$ cat src/design/hpe_pkg.sv
`timescale 1ns / 1ps
// Shared constants for the Horner polynomial evaluator.
// No dependencies.
package hpe_pkg;

  localparam int DEG_W     = 3;
  localparam int CFG_IDX_W = 3;

  localparam logic [CFG_IDX_W-1:0] REG_DEGREE = CFG_IDX_W'(0);
  localparam logic [CFG_IDX_W-1:0] REG_COEFF0 = CFG_IDX_W'(1);

endpackage

$ cat src/design/hpe_cell.sv
`timescale 1ns / 1ps
// One Horner step: multiply by x, floor-shift, saturate, add coefficient, saturate.
// Two register stages with per-stage handshake. Depends on hpe_pkg.
module hpe_cell #(
  parameter int DATA_WIDTH = 32,
  parameter int FRAC_BITS  = 16,
  parameter int COEFF_IDX  = 0
) (
  input  logic                         clk,
  input  logic                         rst_n,
  input  logic [hpe_pkg::DEG_W-1:0]    degree,
  input  logic signed [DATA_WIDTH-1:0] coeff,
  input  logic                         up_vld,
  output logic                         up_rdy,
  input  logic signed [DATA_WIDTH-1:0] up_x,
  input  logic signed [DATA_WIDTH-1:0] up_acc,
  input  logic                         up_ovf,
  output logic                         dn_vld,
  input  logic                         dn_rdy,
  output logic signed [DATA_WIDTH-1:0] dn_x,
  output logic signed [DATA_WIDTH-1:0] dn_acc,
  output logic                         dn_ovf
);
  import hpe_pkg::*;

  localparam int PW = 2 * DATA_WIDTH;
  localparam logic [DEG_W-1:0] IDX = DEG_W'(COEFF_IDX);
  localparam logic signed [DATA_WIDTH-1:0] POS_LIM = {1'b0, {(DATA_WIDTH-1){1'b1}}};
  localparam logic signed [DATA_WIDTH-1:0] NEG_LIM = {1'b1, {(DATA_WIDTH-1){1'b0}}};

  logic                         s1_vld_r, s1_vld_nxt;
  logic signed [PW-1:0]         s1_prod_r;
  logic signed [DATA_WIDTH-1:0] s1_x_r;
  logic                         s1_ovf_r;
  logic                         s2_vld_r, s2_vld_nxt;
  logic signed [DATA_WIDTH-1:0] s2_acc_r, s2_acc_nxt;
  logic signed [DATA_WIDTH-1:0] s2_x_r;
  logic                         s2_ovf_r, s2_ovf_nxt;

  logic                         s1_take, s2_take;
  logic signed [PW-1:0]         prod, shifted;
  logic                         mul_ok, add_ok, active;
  logic signed [DATA_WIDTH-1:0] mul_sat, add_sat;
  logic        [DATA_WIDTH:0]   sum;

  assign s2_take = !s2_vld_r || dn_rdy;
  assign s1_take = !s1_vld_r || s2_take;
  assign up_rdy  = s1_take;

  assign prod = PW'(up_acc) * PW'(up_x);

  // floor shift, then clamp product and sum to the word range
  always_comb begin
    shifted = s1_prod_r >>> FRAC_BITS;
    mul_ok  = (&shifted[PW-1:DATA_WIDTH-1]) || !(|shifted[PW-1:DATA_WIDTH-1]);
    mul_sat = mul_ok ? shifted[DATA_WIDTH-1:0] : (shifted[PW-1] ? NEG_LIM : POS_LIM);
    sum     = {mul_sat[DATA_WIDTH-1], mul_sat} + {coeff[DATA_WIDTH-1], coeff};
    add_ok  = sum[DATA_WIDTH] == sum[DATA_WIDTH-1];
    add_sat = add_ok ? sum[DATA_WIDTH-1:0] : (sum[DATA_WIDTH] ? NEG_LIM : POS_LIM);
    active  = IDX < degree;
    s1_vld_nxt = s1_take ? up_vld : s1_vld_r;
    s2_vld_nxt = s2_take ? s1_vld_r : s2_vld_r;
    s2_acc_nxt = active ? add_sat : coeff;
    s2_ovf_nxt = s1_ovf_r | (active & (!mul_ok | !add_ok));
  end

  always_ff @(posedge clk) begin
    if (!rst_n) begin
      s1_vld_r <= 1'b0;
      s2_vld_r <= 1'b0;
    end else begin
      s1_vld_r <= s1_vld_nxt;
      s2_vld_r <= s2_vld_nxt;
    end
  end

  always_ff @(posedge clk) begin
    if (s1_take && up_vld) begin
      s1_prod_r <= prod;
      s1_x_r    <= up_x;
      s1_ovf_r  <= up_ovf;
    end
    if (s2_take && s1_vld_r) begin
      s2_acc_r <= s2_acc_nxt;
      s2_x_r   <= s1_x_r;
      s2_ovf_r <= s2_ovf_nxt;
    end
  end

  assign dn_vld = s2_vld_r;
  assign dn_x   = s2_x_r;
  assign dn_acc = s2_acc_r;
  assign dn_ovf = s2_ovf_r;

endmodule

$ cat config.mk
export PLATFORM = sky130hd
export DESIGN_NAME = hpe_cell
export DESIGN_NICKNAME = d
export VERILOG_FILES = /design/src/design/hpe_pkg.sv /design/src/design/hpe_cell.sv
export SDC_FILE = /design/constraint.sdc
export NUM_CORES = 2
export LEC_CHECK = 0
export BUFFER_PORTS_ARGS = -buffer_cell sky130_fd_sc_hd__buf_2
export CELL_PAD_IN_SITES_DETAIL_PLACEMENT = 0
export CELL_PAD_IN_SITES_GLOBAL_PLACEMENT = 2
export CORE_MARGIN = 3
export CORE_UTILIZATION = 39
export CTS_CLUSTER_DIAMETER = 100
export DETAILED_ROUTE_END_ITERATION = 12
export PLACE_DENSITY = 0.77
export SLEW_MARGIN = 20
export SYNTH_ARGS = -nofsm -noshare
export SYNTH_HDL_FRONTEND = slang
export SYNTH_SLANG_ARGS = --single-unit
$ cat constraint.sdc
create_clock -name clk -period 8.4 [get_ports clk]
set_clock_uncertainty 0.05 [all_clocks]
set_input_delay 0.84 -clock clk [delete_from_list [all_inputs] [get_ports clk]]
set_output_delay 0.84 -clock clk [all_outputs]
set_load 0.02 [all_outputs]
==> reports/qor.yml <==
async_flop_share: 0
hold_buffers: 0
drcViolationCount: 0
critPathLaunchType: "input pin"
dp.cells: 5922
start_util: 0.396
syn_inst: 4337
synth_ff_type: "edfxtp_1"
slew_headroom: 0.316
cts-root-buf: "clkbuf_16"
cts_num_sinks: 148
synth-seq-cells: 148
post-route-period-util: 0.954
ff2ff_path_depth: 20
initialDrtViolationCount: 1172
grt_pass1_wl_mm: 187
finalSetupViolCount: 0
maxUsedRoutingLayer: "met5"
ctsHtreeMaxLevel: 4
nets: 5936
endpoint_kind: "register"
clk_pin_slew_ns: 0.08
reg2reg_slack_ns: 2.62
dieArea_sq_mm: 0.114
drt_wl_total_mm: 117
antenna_found_initial: 6
overflow: 0
fmax_mhz: 125
dr.pass1.iters: 5
wl_met1_mm: 49.0
drive_gt1_frac: 0.106
finalHoldViolCount: 0
worstHoldPathType: "reg -> reg"
layout_min_cycle_time_ns: 8.02
synth_area_sq_mm: 0.0427
worst_pin_slew_ns: 1.03
syn_avg_cell_area_sq_um: 9.85
dieHeight_um: 337
viasPerCell: 4.88
num_io_pins: 171
synthesis.nets: 5735
core_area_sq_mm: 0.108
clk_latency_ns: 0.50
vias: 29100
placed_cell_area_sq_mm: 0.0465
cts_setup_buffers: 0
critPathMaxFanout: 26
cts_tree: "built"
final_antenna_net_count: 0
grt_use_total: 0.217
cts_resized: 0
synth_edf_count: 146
rsz0062_at_grt: "false"
die_w_um: 337
final_cells: 5957
slew_violations: 0
dr_wl_met2_mm: 62.0
hold_depth: 0
final_cell_mix: "fa_1 (1082), inv_1 (983), nand2_1 (557), and2_1 (505)"
portBuffers: 170
synth_cell_types: 77
critPathRequiredTime_ns: 8.59
grt_max_degree: 66
cts_buffers: 17
dpl.hpwl_mm: 102
design_area_sq_mm: 0.0472
clockBufferDepth: 2
final_common_cell: "fa_1"
status: "completed"
r2r_end: "dn_acc[12]"
synth_warnings: 0
wl_per_cell_um: 19.7
dr_wl_met3_mm: 2.63
critPathKind: "in -> reg"
syn_to_final_growth_pct: 10.4
maxCapViolCount: 0
ys_seq_area_frac: 0.104
timing.rr.start: "s1_prod_r[50]"
crit_arrival_ns: 8.20
rows: 120
hold_start: "s1_x_r[0]"
grt_pass1_vias: 32600
place_congestion: 0.867
hold-path-endpoint: "dn_x[0]"
==> flip-flops by register name, indices dropped and copies added (netlist names) <==
register and cells:
s1_prod_r 48, dn_acc 32, dn_x 32, s1_x_r 32, dn_ovf 1, dn_vld 1
s1_ovf_r 1, s1_vld_r 1
==> Yosys cell counts (all sizes together), types with 6 or more instances <==
library cell	instances	area, sq um
a211oi	6	50.1
a21o	68	510
a21oi	97	542
a31oi	12	96.3
and2	506	3170
and4	7	61.3
buf	9	66.3
clkbuf	214	803
edfxtp	146	4380
fa	1082	21700
ha	212	2650
inv	983	3690
nand2	558	2100
nand2b	12	75.1
nand3	24	125
nand4	20	125
nor2	102	390
nor2b	10	62.6
nor3	16	80.1
nor4	10	108
o21a	15	113
o21ai	61	309
o21bai	14	105
o31ai	7	66.3
xnor2	55	482
xor2	26	228
==> routing by layer <==
| metal | global-route usage | vias to the layer above |
|---|---|---|
| li1 | - | 13200 |
| met1 | 0.273 | 15400 |
| met2 | 0.396 | 363 |
| met3 | 0.0185 | 144 |
| met4 | 0.0647 | 2 |
| met5 | 0 | - |
==> cells by family (layout without fill, tap and decap cells) <==
logic type,count (synthesis),count (layout),synth area share
buffers and inverters,1206,1420,0.107
flip-flops,148,148,0.104
adder cells (fa/ha/maj),1294,1294,0.569
AO/OA/AOI/OAI,319,319,0.0521
AND/OR/NAND/NOR,1286,1286,0.151
multiplexers,3,3,0.000703
other,0,3,0
XOR/XNOR,81,81,0.0166
==> critical path: stages <==
cell,delay [ns]
buf_2,0.54
buf_4,0.23
nand2_1,0.07
fa_1,0.56
inv_1,0.05
fa_1,0.42
fa_1,0.54
inv_1,0.05
fa_1,0.47
inv_1,0.05
fa_1,0.48
fa_1,0.46
fa_1,0.52
inv_1,0.05
fa_1,0.49
inv_1,0.05
ha_1,0.38
nand3_1,0.13
nor4_1,0.40
buf_4,0.19
nand3_1,0.09
inv_1,0.09
o311ai_2,0.15
nand2_1,0.11
a221o_1,0.24
nor4_4,0.06
o41ai_2,0.34
xnor2_1,0.10
==> area by class of cell <==
class | count | area, sq um
Inverter | 983 | 3690
Fill cell | 10600 | 60600
Tap cell | 1403 | 1760
Antenna cell | 3 | 7.51
Clock inverter | 15 | 184
Multi-Input combinational cell | 2983 | 33800
Timing Repair Buffer | 405 | 2900
Clock buffer | 17 | 425
Sequential cell | 148 | 4420
==> worst max path at each step <==
stage	depth (start not counted)	slack, ns	endpoint	startpoint
after floorplan	28	0.16	s1_prod_r[63]	up_acc[31]
after global placement	26	0.002	s1_prod_r[63]	up_x[9]
after detailed placement	26	-0.07	s1_prod_r[63]	up_x[9]
after CTS	28	0.46	s1_prod_r[63]	up_acc[30]
after global routing	26	0.02	s1_prod_r[63]	up_x[9]
final	28	0.38	s1_prod_r[63]	up_acc[30]
==> metrics by stage <==
step,setup TNS (ns),worst slack [ns],utilization,hold WS (ns)
floorplan,0,0.160,-,0.350
global placement,0,0.00213,0.432,0.351
detailed placement,-0.143,-0.0682,0.432,0.355
CTS,0,0.456,0.437,0.372
global route,0,0.0236,0.437,0.376
finish,0,0.384,0.437,0.371
Power is not shown: default switching activity piles up to over one toggle a cycle in this logic, so the estimate is an artifact.
